==> src/rtl/frwm_pkg.sv <==
`timescale 1ns / 1ps

package frwm_pkg;

    localparam int RATE_W     = 20;
    localparam int TIME_W     = 20;
    localparam int LEVEL_W    = 3;
    localparam int RATE_NUM_W = 28;
    localparam int CFG_IDX_W  = 2;
    localparam int WINDOW_DEF = 128;
    localparam int QUEUE_DEPTH = 2;
    localparam int QUEUE_AW    = 1;

    localparam logic [RATE_W-1:0]     RATE_MAX = 20'hFFFFF;
    localparam logic [RATE_NUM_W-1:0] RATE_NUM = 28'd256000000;

    localparam logic [LEVEL_W-1:0] LVL_CRITICAL   = 3'd0;
    localparam logic [LEVEL_W-1:0] LVL_POOR       = 3'd1;
    localparam logic [LEVEL_W-1:0] LVL_ACCEPTABLE = 3'd2;
    localparam logic [LEVEL_W-1:0] LVL_GOOD       = 3'd3;
    localparam logic [LEVEL_W-1:0] LVL_EXCELLENT  = 3'd4;

    localparam logic [CFG_IDX_W-1:0] CFG_CRITICAL   = 2'd0;
    localparam logic [CFG_IDX_W-1:0] CFG_POOR       = 2'd1;
    localparam logic [CFG_IDX_W-1:0] CFG_ACCEPTABLE = 2'd2;
    localparam logic [CFG_IDX_W-1:0] CFG_GOOD       = 2'd3;

    localparam logic [RATE_W-1:0] THR_CRITICAL_RST   = 20'd3840;
    localparam logic [RATE_W-1:0] THR_POOR_RST       = 20'd7680;
    localparam logic [RATE_W-1:0] THR_ACCEPTABLE_RST = 20'd11520;
    localparam logic [RATE_W-1:0] THR_GOOD_RST       = 20'd15360;

    typedef struct packed {
        logic              req_type;
        logic [TIME_W-1:0] frame_time_us;
    } in_t;

    typedef struct packed {
        logic [RATE_W-1:0]  current_rate;
        logic [RATE_W-1:0]  mean_rate;
        logic [RATE_W-1:0]  min_rate;
        logic [RATE_W-1:0]  max_rate;
        logic [LEVEL_W-1:0] level;
        logic               level_changed;
        logic               critical_entered;
    } out_t;

    typedef struct packed {
        logic [RATE_W-1:0] critical;
        logic [RATE_W-1:0] poor;
        logic [RATE_W-1:0] acceptable;
        logic [RATE_W-1:0] good;
    } thr_t;

    typedef struct packed {
        logic               clear;
        logic [RATE_W-1:0]  rate;
        logic [LEVEL_W-1:0] level;
        logic               changed;
        logic               crit;
    } job_t;

endpackage

==> src/rtl/frwm_ram.sv <==
`timescale 1ns / 1ps

module frwm_ram #(
    parameter int WIDTH = frwm_pkg::RATE_W,
    parameter int DEPTH = frwm_pkg::WINDOW_DEF
) (
    input  logic                     clk,
    input  logic                     we,
    input  logic [$clog2(DEPTH)-1:0] waddr,
    input  logic [WIDTH-1:0]         wdata,
    input  logic [$clog2(DEPTH)-1:0] raddr,
    output logic [WIDTH-1:0]         rdata
);

    logic [WIDTH-1:0] mem_reg [DEPTH];
    logic [WIDTH-1:0] rdata_reg;

    always_ff @(posedge clk)
    begin
        if (we)
        begin
            mem_reg[waddr] <= wdata;
        end
        rdata_reg <= mem_reg[raddr];
    end

    assign rdata = rdata_reg;

endmodule

==> src/rtl/frwm_div.sv <==
`timescale 1ns / 1ps

module frwm_div #(
    parameter int NUM_W = frwm_pkg::RATE_NUM_W,
    parameter int DEN_W = frwm_pkg::TIME_W
) (
    input  logic             clk,
    input  logic             rst_n,
    input  logic             start,
    input  logic [NUM_W-1:0] num,
    input  logic [DEN_W-1:0] den,
    output logic             done,
    output logic [NUM_W-1:0] quot
);

    localparam int CNT_W = $clog2(NUM_W + 1);

    logic [NUM_W-1:0] num_reg, num_next;
    logic [DEN_W-1:0] den_reg, den_next;
    logic [DEN_W-1:0] rem_reg, rem_next;
    logic [CNT_W-1:0] cnt_reg, cnt_next;
    logic             busy_reg, busy_next;
    logic             done_reg, done_next;
    logic [DEN_W:0]   trial;
    logic [DEN_W:0]   diff;
    logic             ge;

    assign trial = {rem_reg, num_reg[NUM_W-1]};
    assign ge    = trial >= {1'b0, den_reg};
    assign diff  = trial - {1'b0, den_reg};

    always_comb
    begin
        num_next  = num_reg;
        den_next  = den_reg;
        rem_next  = rem_reg;
        cnt_next  = cnt_reg;
        busy_next = busy_reg;
        done_next = 1'b0;
        if (start)
        begin
            num_next  = num;
            den_next  = den;
            rem_next  = '0;
            cnt_next  = CNT_W'(NUM_W);
            busy_next = 1'b1;
        end
        else if (busy_reg)
        begin
            num_next = {num_reg[NUM_W-2:0], ge};
            rem_next = ge ? diff[DEN_W-1:0] : trial[DEN_W-1:0];
            cnt_next = cnt_reg - CNT_W'(1);
            if (cnt_reg == CNT_W'(1))
            begin
                busy_next = 1'b0;
                done_next = 1'b1;
            end
        end
    end

    always_ff @(posedge clk or negedge rst_n)
    begin
        if (!rst_n)
        begin
            busy_reg <= 1'b0;
            done_reg <= 1'b0;
            cnt_reg  <= '0;
        end
        else
        begin
            busy_reg <= busy_next;
            done_reg <= done_next;
            cnt_reg  <= cnt_next;
        end
    end

    always_ff @(posedge clk)
    begin
        num_reg <= num_next;
        den_reg <= den_next;
        rem_reg <= rem_next;
    end

    assign done = done_reg;
    assign quot = num_reg;

endmodule

==> src/rtl/frwm_queue.sv <==
`timescale 1ns / 1ps

module frwm_queue (
    input  logic            clk,
    input  logic            rst_n,
    input  logic            push_valid,
    output logic            push_ready,
    input  frwm_pkg::job_t  push_data,
    output logic            pop_valid,
    input  logic            pop_ready,
    output frwm_pkg::job_t  pop_data
);

    localparam int AW = frwm_pkg::QUEUE_AW;

    frwm_pkg::job_t entries_reg [frwm_pkg::QUEUE_DEPTH];
    logic [AW-1:0]  wr_ptr_reg, wr_ptr_next;
    logic [AW-1:0]  rd_ptr_reg, rd_ptr_next;
    logic [AW:0]    cnt_reg, cnt_next;
    logic           do_push;
    logic           do_pop;

    assign push_ready = cnt_reg < (AW + 1)'(frwm_pkg::QUEUE_DEPTH);
    assign pop_valid  = cnt_reg != '0;
    assign pop_data   = entries_reg[rd_ptr_reg];
    assign do_push    = push_valid && push_ready;
    assign do_pop     = pop_valid && pop_ready;

    always_comb
    begin
        wr_ptr_next = wr_ptr_reg;
        rd_ptr_next = rd_ptr_reg;
        cnt_next    = cnt_reg;
        if (do_push)
        begin
            wr_ptr_next = wr_ptr_reg + AW'(1);
        end
        if (do_pop)
        begin
            rd_ptr_next = rd_ptr_reg + AW'(1);
        end
        if (do_push && !do_pop)
        begin
            cnt_next = cnt_reg + (AW + 1)'(1);
        end
        else if (do_pop && !do_push)
        begin
            cnt_next = cnt_reg - (AW + 1)'(1);
        end
    end

    always_ff @(posedge clk or negedge rst_n)
    begin
        if (!rst_n)
        begin
            wr_ptr_reg <= '0;
            rd_ptr_reg <= '0;
            cnt_reg    <= '0;
        end
        else
        begin
            wr_ptr_reg <= wr_ptr_next;
            rd_ptr_reg <= rd_ptr_next;
            cnt_reg    <= cnt_next;
        end
    end

    always_ff @(posedge clk)
    begin
        if (do_push)
        begin
            entries_reg[wr_ptr_reg] <= push_data;
        end
    end

endmodule

==> src/rtl/frwm_front.sv <==
`timescale 1ns / 1ps

module frwm_front (
    input  logic            clk,
    input  logic            rst_n,
    input  logic            in_valid,
    output logic            in_ready,
    input  frwm_pkg::in_t   in_data,
    input  frwm_pkg::thr_t  thr,
    output logic            push_valid,
    input  logic            push_ready,
    output frwm_pkg::job_t  push_data
);

    localparam int RATE_W  = frwm_pkg::RATE_W;
    localparam int LEVEL_W = frwm_pkg::LEVEL_W;
    localparam int NUM_W   = frwm_pkg::RATE_NUM_W;

    typedef enum logic [2:0] {
        F_IDLE = 3'b001,
        F_DIV  = 3'b010,
        F_PUSH = 3'b100
    } front_state_t;

    front_state_t         state_reg, state_next;
    logic                 clr_reg, clr_next;
    logic [RATE_W-1:0]    last_rate_reg, last_rate_next;
    logic [LEVEL_W-1:0]   cur_level_reg, cur_level_next;
    logic                 accept;
    logic                 div_start;
    logic                 div_done;
    logic [NUM_W-1:0]     div_quot;
    logic [LEVEL_W-1:0]   lvl;
    logic                 changed;

    assign in_ready  = state_reg == F_IDLE;
    assign accept    = in_valid && in_ready;
    assign div_start = accept && !in_data.req_type && (in_data.frame_time_us != '0);

    frwm_div #(
        .NUM_W (NUM_W),
        .DEN_W (frwm_pkg::TIME_W)
    ) u_div (
        .clk   (clk),
        .rst_n (rst_n),
        .start (div_start),
        .num   (frwm_pkg::RATE_NUM),
        .den   (in_data.frame_time_us),
        .done  (div_done),
        .quot  (div_quot)
    );

    always_comb
    begin
        if (clr_reg)
        begin
            lvl = frwm_pkg::LVL_GOOD;
        end
        else if (last_rate_reg < thr.critical)
        begin
            lvl = frwm_pkg::LVL_CRITICAL;
        end
        else if (last_rate_reg < thr.poor)
        begin
            lvl = frwm_pkg::LVL_POOR;
        end
        else if (last_rate_reg < thr.acceptable)
        begin
            lvl = frwm_pkg::LVL_ACCEPTABLE;
        end
        else if (last_rate_reg < thr.good)
        begin
            lvl = frwm_pkg::LVL_GOOD;
        end
        else
        begin
            lvl = frwm_pkg::LVL_EXCELLENT;
        end
    end

    assign changed = !clr_reg && (lvl != cur_level_reg);

    assign push_valid        = state_reg == F_PUSH;
    assign push_data.clear   = clr_reg;
    assign push_data.rate    = last_rate_reg;
    assign push_data.level   = lvl;
    assign push_data.changed = changed;
    assign push_data.crit    = changed && (lvl == frwm_pkg::LVL_CRITICAL);

    always_comb
    begin
        state_next     = state_reg;
        clr_next       = clr_reg;
        last_rate_next = last_rate_reg;
        cur_level_next = cur_level_reg;
        case (state_reg)
            F_IDLE:
            begin
                if (accept)
                begin
                    clr_next = in_data.req_type;
                    if (in_data.req_type)
                    begin
                        last_rate_next = '0;
                        state_next     = F_PUSH;
                    end
                    else if (in_data.frame_time_us == '0)
                    begin
                        state_next = F_PUSH;
                    end
                    else
                    begin
                        state_next = F_DIV;
                    end
                end
            end
            F_DIV:
            begin
                if (div_done)
                begin
                    if (div_quot[NUM_W-1:RATE_W] != '0)
                    begin
                        last_rate_next = frwm_pkg::RATE_MAX;
                    end
                    else
                    begin
                        last_rate_next = div_quot[RATE_W-1:0];
                    end
                    state_next = F_PUSH;
                end
            end
            F_PUSH:
            begin
                if (push_ready)
                begin
                    cur_level_next = lvl;
                    state_next     = F_IDLE;
                end
            end
            default:
            begin
                state_next = F_IDLE;
            end
        endcase
    end

    always_ff @(posedge clk or negedge rst_n)
    begin
        if (!rst_n)
        begin
            state_reg     <= F_IDLE;
            clr_reg       <= 1'b0;
            last_rate_reg <= '0;
            cur_level_reg <= frwm_pkg::LVL_GOOD;
        end
        else
        begin
            state_reg     <= state_next;
            clr_reg       <= clr_next;
            last_rate_reg <= last_rate_next;
            cur_level_reg <= cur_level_next;
        end
    end

endmodule

==> src/rtl/frwm_back.sv <==
`timescale 1ns / 1ps

module frwm_back #(
    parameter int WINDOW = frwm_pkg::WINDOW_DEF
) (
    input  logic            clk,
    input  logic            rst_n,
    input  logic            pop_valid,
    output logic            pop_ready,
    input  frwm_pkg::job_t  pop_data,
    output logic            out_valid,
    input  logic            out_ready,
    output frwm_pkg::out_t  out_data
);

    localparam int RATE_W = frwm_pkg::RATE_W;
    localparam int AW     = $clog2(WINDOW);
    localparam int CNT_W  = $clog2(WINDOW + 1);
    localparam int SUM_W  = RATE_W + CNT_W;

    typedef enum logic [4:0] {
        B_IDLE  = 5'b00001,
        B_WRITE = 5'b00010,
        B_SCAN  = 5'b00100,
        B_DIV   = 5'b01000,
        B_OUT   = 5'b10000
    } back_state_t;

    back_state_t       state_reg, state_next;
    frwm_pkg::job_t    job_reg, job_next;
    logic [AW-1:0]     ptr_reg, ptr_next;
    logic [CNT_W-1:0]  count_reg, count_next;
    logic [CNT_W-1:0]  idx_reg, idx_next;
    logic              pend_reg, pend_next;
    logic [SUM_W-1:0]  sum_reg, sum_next;
    logic [RATE_W-1:0] min_reg, min_next;
    logic [RATE_W-1:0] max_reg, max_next;
    logic              out_valid_reg, out_valid_next;
    frwm_pkg::out_t    out_reg, out_next;

    logic              ram_we;
    logic [RATE_W-1:0] ram_rdata;
    logic              issue;
    logic              div_start;
    logic              div_done;
    logic [SUM_W-1:0]  div_quot;
    logic              load;

    assign pop_ready = state_reg == B_IDLE;
    assign ram_we    = state_reg == B_WRITE;
    assign issue     = (state_reg == B_SCAN) && (idx_reg < count_reg);
    assign div_start = (state_reg == B_SCAN) && !issue && !pend_reg;
    assign load      = (state_reg == B_OUT) && (!out_valid_reg || out_ready);

    frwm_ram #(
        .WIDTH (RATE_W),
        .DEPTH (WINDOW)
    ) u_window (
        .clk   (clk),
        .we    (ram_we),
        .waddr (ptr_reg),
        .wdata (job_reg.rate),
        .raddr (idx_reg[AW-1:0]),
        .rdata (ram_rdata)
    );

    frwm_div #(
        .NUM_W (SUM_W),
        .DEN_W (CNT_W)
    ) u_mean_div (
        .clk   (clk),
        .rst_n (rst_n),
        .start (div_start),
        .num   (sum_reg),
        .den   (count_reg),
        .done  (div_done),
        .quot  (div_quot)
    );

    always_comb
    begin
        state_next = state_reg;
        job_next   = job_reg;
        ptr_next   = ptr_reg;
        count_next = count_reg;
        idx_next   = idx_reg;
        pend_next  = pend_reg;
        sum_next   = sum_reg;
        min_next   = min_reg;
        max_next   = max_reg;
        case (state_reg)
            B_IDLE:
            begin
                if (pop_valid)
                begin
                    job_next = pop_data;
                    if (pop_data.clear)
                    begin
                        ptr_next   = '0;
                        count_next = '0;
                        state_next = B_OUT;
                    end
                    else
                    begin
                        state_next = B_WRITE;
                    end
                end
            end
            B_WRITE:
            begin
                ptr_next = (ptr_reg == AW'(WINDOW - 1)) ? '0 : ptr_reg + AW'(1);
                if (count_reg < CNT_W'(WINDOW))
                begin
                    count_next = count_reg + CNT_W'(1);
                end
                idx_next   = '0;
                pend_next  = 1'b0;
                sum_next   = '0;
                min_next   = '1;
                max_next   = '0;
                state_next = B_SCAN;
            end
            B_SCAN:
            begin
                pend_next = issue;
                if (issue)
                begin
                    idx_next = idx_reg + CNT_W'(1);
                end
                if (pend_reg)
                begin
                    sum_next = sum_reg + SUM_W'(ram_rdata);
                    if (ram_rdata < min_reg)
                    begin
                        min_next = ram_rdata;
                    end
                    if (ram_rdata > max_reg)
                    begin
                        max_next = ram_rdata;
                    end
                end
                if (div_start)
                begin
                    state_next = B_DIV;
                end
            end
            B_DIV:
            begin
                if (div_done)
                begin
                    state_next = B_OUT;
                end
            end
            B_OUT:
            begin
                if (load)
                begin
                    state_next = B_IDLE;
                end
            end
            default:
            begin
                state_next = B_IDLE;
            end
        endcase
    end

    always_comb
    begin
        out_valid_next = out_valid_reg;
        out_next       = out_reg;
        if (load)
        begin
            out_valid_next            = 1'b1;
            out_next.current_rate     = job_reg.rate;
            out_next.mean_rate        = job_reg.clear ? '0 : div_quot[RATE_W-1:0];
            out_next.min_rate         = job_reg.clear ? '0 : min_reg;
            out_next.max_rate         = job_reg.clear ? '0 : max_reg;
            out_next.level            = job_reg.level;
            out_next.level_changed    = job_reg.changed;
            out_next.critical_entered = job_reg.crit;
        end
        else if (out_ready)
        begin
            out_valid_next = 1'b0;
        end
    end

    always_ff @(posedge clk or negedge rst_n)
    begin
        if (!rst_n)
        begin
            state_reg     <= B_IDLE;
            ptr_reg       <= '0;
            count_reg     <= '0;
            idx_reg       <= '0;
            pend_reg      <= 1'b0;
            out_valid_reg <= 1'b0;
        end
        else
        begin
            state_reg     <= state_next;
            ptr_reg       <= ptr_next;
            count_reg     <= count_next;
            idx_reg       <= idx_next;
            pend_reg      <= pend_next;
            out_valid_reg <= out_valid_next;
        end
    end

    always_ff @(posedge clk)
    begin
        job_reg <= job_next;
        sum_reg <= sum_next;
        min_reg <= min_next;
        max_reg <= max_next;
        out_reg <= out_next;
    end

    assign out_valid = out_valid_reg;
    assign out_data  = out_reg;

endmodule

==> src/rtl/frame_rate_window_monitor_core.sv <==
`timescale 1ns / 1ps

// frame rate monitor: each frame sample (frame time in us) gives one result with the
// current rate in unsigned q12.8 (256000000 / time, saturated, zero time keeps the last
// rate), the mean, min and max over the last WINDOW samples, a five-level class from the
// four threshold registers and change / critical-entry flags; a clear request empties
// the window and returns the class to good. the front takes a new sample only once the
// last one is pushed into the queue (a 28-step shift-subtract divider, one quotient bit
// per cycle); the back reads the window memory once per cycle for each sample held,
// then runs a bit-serial mean division (a clear skips both), and takes a new sample
// only once its last result is in the output register. a two-entry queue between
// front and back and an output register let both sides stall independently.
// thresholds must be written only while the block is idle; the block does not enforce it.

module frame_rate_window_monitor_core #(
    parameter int WINDOW = frwm_pkg::WINDOW_DEF
) (
    input  logic                               clk,
    input  logic                               rst_n,
    input  logic                               in_valid,
    output logic                               in_ready,
    input  frwm_pkg::in_t                      in_data,
    output logic                               out_valid,
    input  logic                               out_ready,
    output frwm_pkg::out_t                     out_data,
    input  logic                               cfg_we,
    input  logic [frwm_pkg::CFG_IDX_W-1:0]     cfg_index,
    input  logic [frwm_pkg::RATE_W-1:0]        cfg_data
);

    frwm_pkg::thr_t thr_reg, thr_next;
    logic           push_valid;
    logic           push_ready;
    frwm_pkg::job_t push_data;
    logic           pop_valid;
    logic           pop_ready;
    frwm_pkg::job_t pop_data;

    always_comb
    begin
        thr_next = thr_reg;
        if (cfg_we)
        begin
            case (cfg_index)
                frwm_pkg::CFG_CRITICAL:   thr_next.critical   = cfg_data;
                frwm_pkg::CFG_POOR:       thr_next.poor       = cfg_data;
                frwm_pkg::CFG_ACCEPTABLE: thr_next.acceptable = cfg_data;
                frwm_pkg::CFG_GOOD:       thr_next.good       = cfg_data;
                default:                  thr_next            = thr_reg;
            endcase
        end
    end

    always_ff @(posedge clk or negedge rst_n)
    begin
        if (!rst_n)
        begin
            thr_reg.critical   <= frwm_pkg::THR_CRITICAL_RST;
            thr_reg.poor       <= frwm_pkg::THR_POOR_RST;
            thr_reg.acceptable <= frwm_pkg::THR_ACCEPTABLE_RST;
            thr_reg.good       <= frwm_pkg::THR_GOOD_RST;
        end
        else
        begin
            thr_reg <= thr_next;
        end
    end

    frwm_front u_front (
        .clk        (clk),
        .rst_n      (rst_n),
        .in_valid   (in_valid),
        .in_ready   (in_ready),
        .in_data    (in_data),
        .thr        (thr_reg),
        .push_valid (push_valid),
        .push_ready (push_ready),
        .push_data  (push_data)
    );

    frwm_queue u_queue (
        .clk        (clk),
        .rst_n      (rst_n),
        .push_valid (push_valid),
        .push_ready (push_ready),
        .push_data  (push_data),
        .pop_valid  (pop_valid),
        .pop_ready  (pop_ready),
        .pop_data   (pop_data)
    );

    frwm_back #(
        .WINDOW (WINDOW)
    ) u_back (
        .clk       (clk),
        .rst_n     (rst_n),
        .pop_valid (pop_valid),
        .pop_ready (pop_ready),
        .pop_data  (pop_data),
        .out_valid (out_valid),
        .out_ready (out_ready),
        .out_data  (out_data)
    );

endmodule

==> config.mk <==
export PLATFORM = sky130hd
export DESIGN_NAME = frame_rate_window_monitor_core
export DESIGN_NICKNAME = d
export VERILOG_FILES = /design/src/rtl/frwm_pkg.sv /design/src/rtl/frwm_ram.sv /design/src/rtl/frwm_div.sv /design/src/rtl/frwm_queue.sv /design/src/rtl/frwm_front.sv /design/src/rtl/frwm_back.sv /design/src/rtl/frame_rate_window_monitor_core.sv
export SDC_FILE = /design/constraint.sdc
export NUM_CORES = 2
export LEC_CHECK = 0
export BUFFER_PORTS_ARGS = -buffer_cell sky130_fd_sc_hd__buf_2
export CORE_MARGIN = 2
export CORE_UTILIZATION = 30
export CTS_CLUSTER_DIAMETER = 60
export DETAILED_ROUTE_END_ITERATION = 16
export SYNTH_ARGS = -nofsm -noshare
export SYNTH_HDL_FRONTEND = slang
export SYNTH_SLANG_ARGS = --single-unit
==> constraint.sdc <==
create_clock -name clk -period 9.7 [get_ports clk]
set_clock_uncertainty 0.1 [all_clocks]
set_input_delay 1.94 -clock clk [delete_from_list [all_inputs] [get_ports clk]]
set_output_delay 1.94 -clock clk [all_outputs]
set_load 0.05 [all_outputs]
Yosys cells after proc, flatten, opt, wreduce, memory -nomap -nowiden
Memories as Yosys holds them, arrays and structs flattened. A register that Yosys moved wholly into a read port is not among the register bits.
Cells that the tools add are included.
{"block": "word_totals", "reg_bits": 446, "ramBits": 2612, "inputBits": 48, "output_inout_bits": 87, "word_cells": 217, "n_memories": 2}
{"block": "op_classes", "add_sub_neg": 12, "order_cmp": 11, "eq_ne": 29, "muxes": 69, "n_reduce_logical": 50}
{"name": "u_back.u_window.mem_reg", "depth": 128, "word_bits": 20, "rd": 1, "rd_ports_with_merged_regs": 1, "write_ports": 1, "line_no": "frwm_ram.sv:15", "text": "logic [WIDTH-1:0] mem_reg [DEPTH];"}
{"name": "u_queue.entries_reg", "depth": 2, "word_bits": 26, "rd": 1, "rd_ports_with_merged_regs": 0, "write_ports": 1, "line_no": "frwm_queue.sv:16", "text": "frwm_pkg::job_t entries_reg [frwm_pkg::QUEUE_DEPTH];"}
{"op": "$mux 20", "n": 9}
{"op": "$pmux 20 s2", "n": 3}
{"op": "$lt 20x20->1", "n": 5}
{"op": "$mux 28", "n": 3}
{"op": "$pmux 28 s2", "n": 1}
{"op": "$mux 5", "n": 9}
{"op": "$mux 8", "n": 5}
{"op": "$pmux 8 s2", "n": 2}
{"op": "$mux 3", "n": 10}
{"op": "$add 28x20->28", "n": 1}
{"op": "$pmux 5 s5", "n": 1}
{"op": "$ge 21x20->1", "n": 1}
{"op": "$mux 7", "n": 3}
{"op": "$gt 20x20->1", "n": 1}
{"op": "$logic_not 20->1", "n": 1}
{"op": "$reduce_bool 20->1", "n": 1}
{"op": "$sub 20x20->20", "n": 1}
{"op": "$mux 1", "n": 18}
{"op": "$reduce_and 2->1", "n": 9}
{"op": "$add 8x1->8 const B", "n": 2}
{"op": "$ne 2x2->1 const B", "n": 8}
{"op": "$reduce_bool 2->1", "n": 8}
{"op": "$eq 5x1->1 const B", "n": 3}
{"op": "$pmux 7 s2", "n": 1}
{"op": "other kinds (33)", "n": 65}

Depth between registers and ports, before layout
{"block": "depth", "word_depth": 9, "ltp_mapped": 12, "ltp_nobuf": 11}

By module
Synthesis repeated with hierarchy kept, for this count alone.
{"block": "hier_totals", "cells_unflattened": 5911, "area_unflattened_um2": 122996.7}
{"module": "frwm_ram", "instances": 1, "cells_per_inst": 3812, "area_per_inst_um2": 97956.4}
{"module": "frwm_back", "instances": 1, "cells_per_inst": 837, "area_per_inst_um2": 10098.4}
{"module": "frwm_div (u_front.u_div)", "instances": 1, "cells_per_inst": 375, "area_per_inst_um2": 4080.2}
{"module": "frwm_front", "instances": 1, "cells_per_inst": 424, "area_per_inst_um2": 3166.8}
{"module": "frame_rate_window_monitor_core", "instances": 1, "cells_per_inst": 172, "area_per_inst_um2": 3000.4}
{"module": "frwm_div (u_back.u_mean_div)", "instances": 1, "cells_per_inst": 193, "area_per_inst_um2": 2524.9}
{"module": "frwm_queue", "instances": 1, "cells_per_inst": 98, "area_per_inst_um2": 2169.6}

Least setup slack after synthesis
Ideal clock, no wire load.
{"block": "synth_path", "path_type": "input port to flip-flop", "from": "in out_ready", "to": "reg u_back.out_reg, in the netlist u_back.out_data[0] (enable)", "arrival_time_ns": 5.857, "required_ns": 9.062, "slack_ns": 3.206, "stages": 2, "cell_sequence": "nand2b_1 -> nor2b_1"}
{"block": "synth_between", "elab_chain_cells": 2}
{"item": "from (decl)", "line_no": "frame_rate_window_monitor_core.sv:24", "text": "input logic out_ready,"}
{"item": "$logic_or 1x1->1", "line_no": "frwm_back.sv:53", "text": "assign load = (state_reg == B_OUT) && (!out_valid_reg || out_ready);"}
{"item": "$logic_and 1x1->1", "line_no": "frwm_back.sv:53"}
{"item": "named net u_back.load", "line_no": "frwm_back.sv:47", "text": "logic load;"}
{"item": "to (signal assigned)", "line_no": "frwm_back.sv:217", "text": "out_reg <= out_next;"}
{"item": "to (decl)", "line_no": "frwm_back.sv:39", "text": "frwm_pkg::out_t out_reg, out_next;"}
The timed path passes the listed nets, and every way through them passes these cells.
A chain may end at the register's enable or synchronous reset.

==> impl_metrics.toml <==
[critical_path]
cp_cell_sequence = "buf_12 -> buf_4 -> mux4_2 -> mux4_2 -> mux4_2 -> nand2_1 -> nand2_1"
critPathKind = "register to register"
r2r_cells = 7
crit_slowest_cell = "buf_4"
critPathLaunch = "u_back.idx_reg[0]"
r2r_end = "u_back.u_window.rdata[4]"
worst-endpoint-required_ns = 10.32
worst_setup_path_end_kind = "register"
rr_startpoint = "u_back.idx_reg[0]"
cp-endpoint = "u_back.u_window.rdata[4]"
critPathMaxFanout = 86
crit_top_cell = "mux4_2"
max_stage_delay_ns = 0.81
reg2reg_slack_ns = 5.25
start_kind = "register"
worstPathArrival_ns = 5.06

[logic_synthesis]
syn_inst = 5997
ys_types = 73
syn-cell-area_um2 = 122000
avgSynthCellArea_um2 = 20.4
yosysWarnings = 0
synth_top_area_share = 0.700
synth_seq_cells = 3078
synth_largest_area_cell = "edfxtp_1"
netlist_top_cells_area = "edfxtp_1, mux4_2, dfrtp_1"
synth_edf_count = 2847
seq_area_frac_synth = 0.744
synth_nets = 6226
synthArstFlopShare = 0.0504
synth_flop_cell = "edfxtp_1"

[sta]
fmaxAchievable_mhz = 225
finalSetupViolCount = 0
slew_viol_final = 0
rsz0062_at_grt = "false"
slew_headroom = 0.164
setup-tns-final_ns = 0
min_period_ns = 4.45
finalHoldViolations = 0
period_share = 0.459
tightest_slew_ns = 1.25

[detailed_routing]
post_drt_via_cell_ratio = 5.06
vias = 60400
drtAntennaViolNets = 0
drt-pass1-iter-count = 12
wirelength_um = 307000
avgRoutedWirePerCell_um = 25.7
drt_iter0_markers = 7008
route.detailed.drc = 2

[final_layout]
areaGrowthSynthToFinish_pct = 14.8
layout-drive-gt1-share = 0.273
fin_nets = 6506
largest_register_ffs = 2560

[clocking]
ctsResizeCount = 0
cts.hold.buffers_added = 0
htree_num_levels = 5
cts-root-buf = "clkbuf_16"
cts_tree = "built"
ctsLongestPathBuffers = 4
post-cts-setup-buffers = 0
clkTransAtPathRegs_ns = 0.06
insertion_delay_ns = 0.88
cts_made_buffers = 309
clock_sinks = 3078

[run_status]
outcome = "finished with violations"
violations = "DRC"

[placed_design]
dp_hpwl_um = 174000
routabilityCongestion = 0.790
io_buffers = 134

[hold_path]
hold_path_class = "register to register"
holdPathStages = 2

[floorplan]
dieArea_um2 = 412000
die_h_um = 642
coreArea_um2 = 406000
ios = 135
placementRows = 234
chipWidth_um = 642
start_util = 0.301

[grt]
use_met2 = 0.239
grt_pass1_vias = 61300
grt_overflow = 0
met3_usage = 0.0214
gr-usage-met1 = 0.199
grt_usage = 0.145
grt_max_degree = 144
grt_pass1_wl_um = 441000
grt-busiest-layer = "met2"
grt_antenna_before_repair = 31

[pwr]
ir_drop_v = 0.000205
leakage_nw = 44.1
power_density_nw_per_um2 = 244
p_total_mw = 34.2

[flow_run]
cap_violations = 0
Yosys cell counts, types with 19 or more instances:
library cell and number:
xnor2_1 26, dfxtp_1 76, dfrtp_1 135, a211oi_1 25, ha_1 178, dfstp_2 20, nand4_1 23, nor2b_1 44
o21ai_0 155, nor3_1 29, buf_2 57, clkbuf_1 192, edfxtp_1 2847, nand3_1 36, a21oi_1 108, inv_1 177
xor2_1 19, nand2_1 284, mux2_2 92, nand2b_1 41, a21o_1 26, and2_1 29, mux2i_1 41, mux4_2 840
buf_1 30, nor2_1 276
layer usage:
metal / wire length, um / share of wire
met1: 127000 / 0.42
met2: 149000 / 0.49
met3: 22100 / 0.072
met4: 7850 / 0.026
met5: 8 / 0.000026
report_power, final:
group / internal, mW / switching (mW) / leakage [nW] / total, mW
Sequential: 16.6 / 0.461 / 28.2 / 17.1
Clock: 6.69 / 5.00 / 4.75 / 11.7
Combinational: 1.72 / 3.71 / 11.1 / 5.43
Total: 25.1 / 9.17 / 44.1 / 34.2
area by class of cell:
cell class | count | area [um^2]
Multi-Input combinational cell | 2461 | 30400
Clock inverter | 147 | 1460
Antenna cell | 6 | 15.0
Timing Repair Buffer | 249 | 1650
Fill cell | 37500 | 266000
Sequential cell | 3078 | 90900
Tap cell | 5428 | 6790
Inverter | 178 | 676
Clock buffer | 401 | 8280
placed cells by master, fill, tap and decap left out, types with 106 or more instances in the layout:
cell / n
mux4_2: 840
buf_2: 133
nand2_1: 284
clkbuf_16: 315
a21oi_1: 108
nor2_1: 147
edfxtp_1: 2847
o21ai_0: 155
dfrtp_1: 129
inv_1: 176
ha_1: 178
nor2_4: 115
buf_4: 106
metrics by stage:
| stage | hold slack (ns) | util | instance area (um^2) | instances | setup slack (ns) |
|---|---|---|---|---|---|
| finish | 0.401 | 0.345 | 140000 | 11900 | 5.25 |
| global placement | 0.379 | 0.321 | 130000 | 11400 | 5.15 |
| detailed placement | 0.385 | 0.321 | 130000 | 11400 | 5.17 |
| global route | 0.415 | 0.345 | 140000 | 11900 | 4.97 |
| CTS | 0.400 | 0.345 | 140000 | 11900 | 5.17 |
| floorplan | 0.300 | - | 122000 | 5997 | 3.21 |
worst max-delay path, delay by kind of cell (launching register included):
family                 cells  cell delay (ns)
AND/OR/NAND/NOR            2             0.26
flip-flops                 1             0.65
buffers and inverters      2             1.30
multiplexers               3             1.69
how the worst min path moves through the flow:
stage | start | to | slack [ns]
final | u_front.u_div.quot[23] | u_front.u_div.quot[24] | 0.40
after global routing | u_front.u_div.done | u_front.state_reg[1] | 0.41
after CTS | u_front.u_div.quot[23] | u_front.u_div.quot[24] | 0.40
after detailed placement | u_front.u_div.done | u_front.state_reg[1] | 0.38
after global placement | u_front.u_div.quot[22] | u_front.u_div.quot[22] | 0.38
after floorplan | u_back.job_reg[0] | u_back.out_data[0] | 0.30
logic make-up after synthesis:
family | share of synthesized area
AO/OA/AOI/OAI | 0.0208
XOR/XNOR | 0.00323
adder cells (fa/ha/maj) | 0.0187
buffers and inverters | 0.0147
flip-flops | 0.744
multiplexers | 0.167
AND/OR/NAND/NOR | 0.0316
Power figures use the tool's default switching activity.
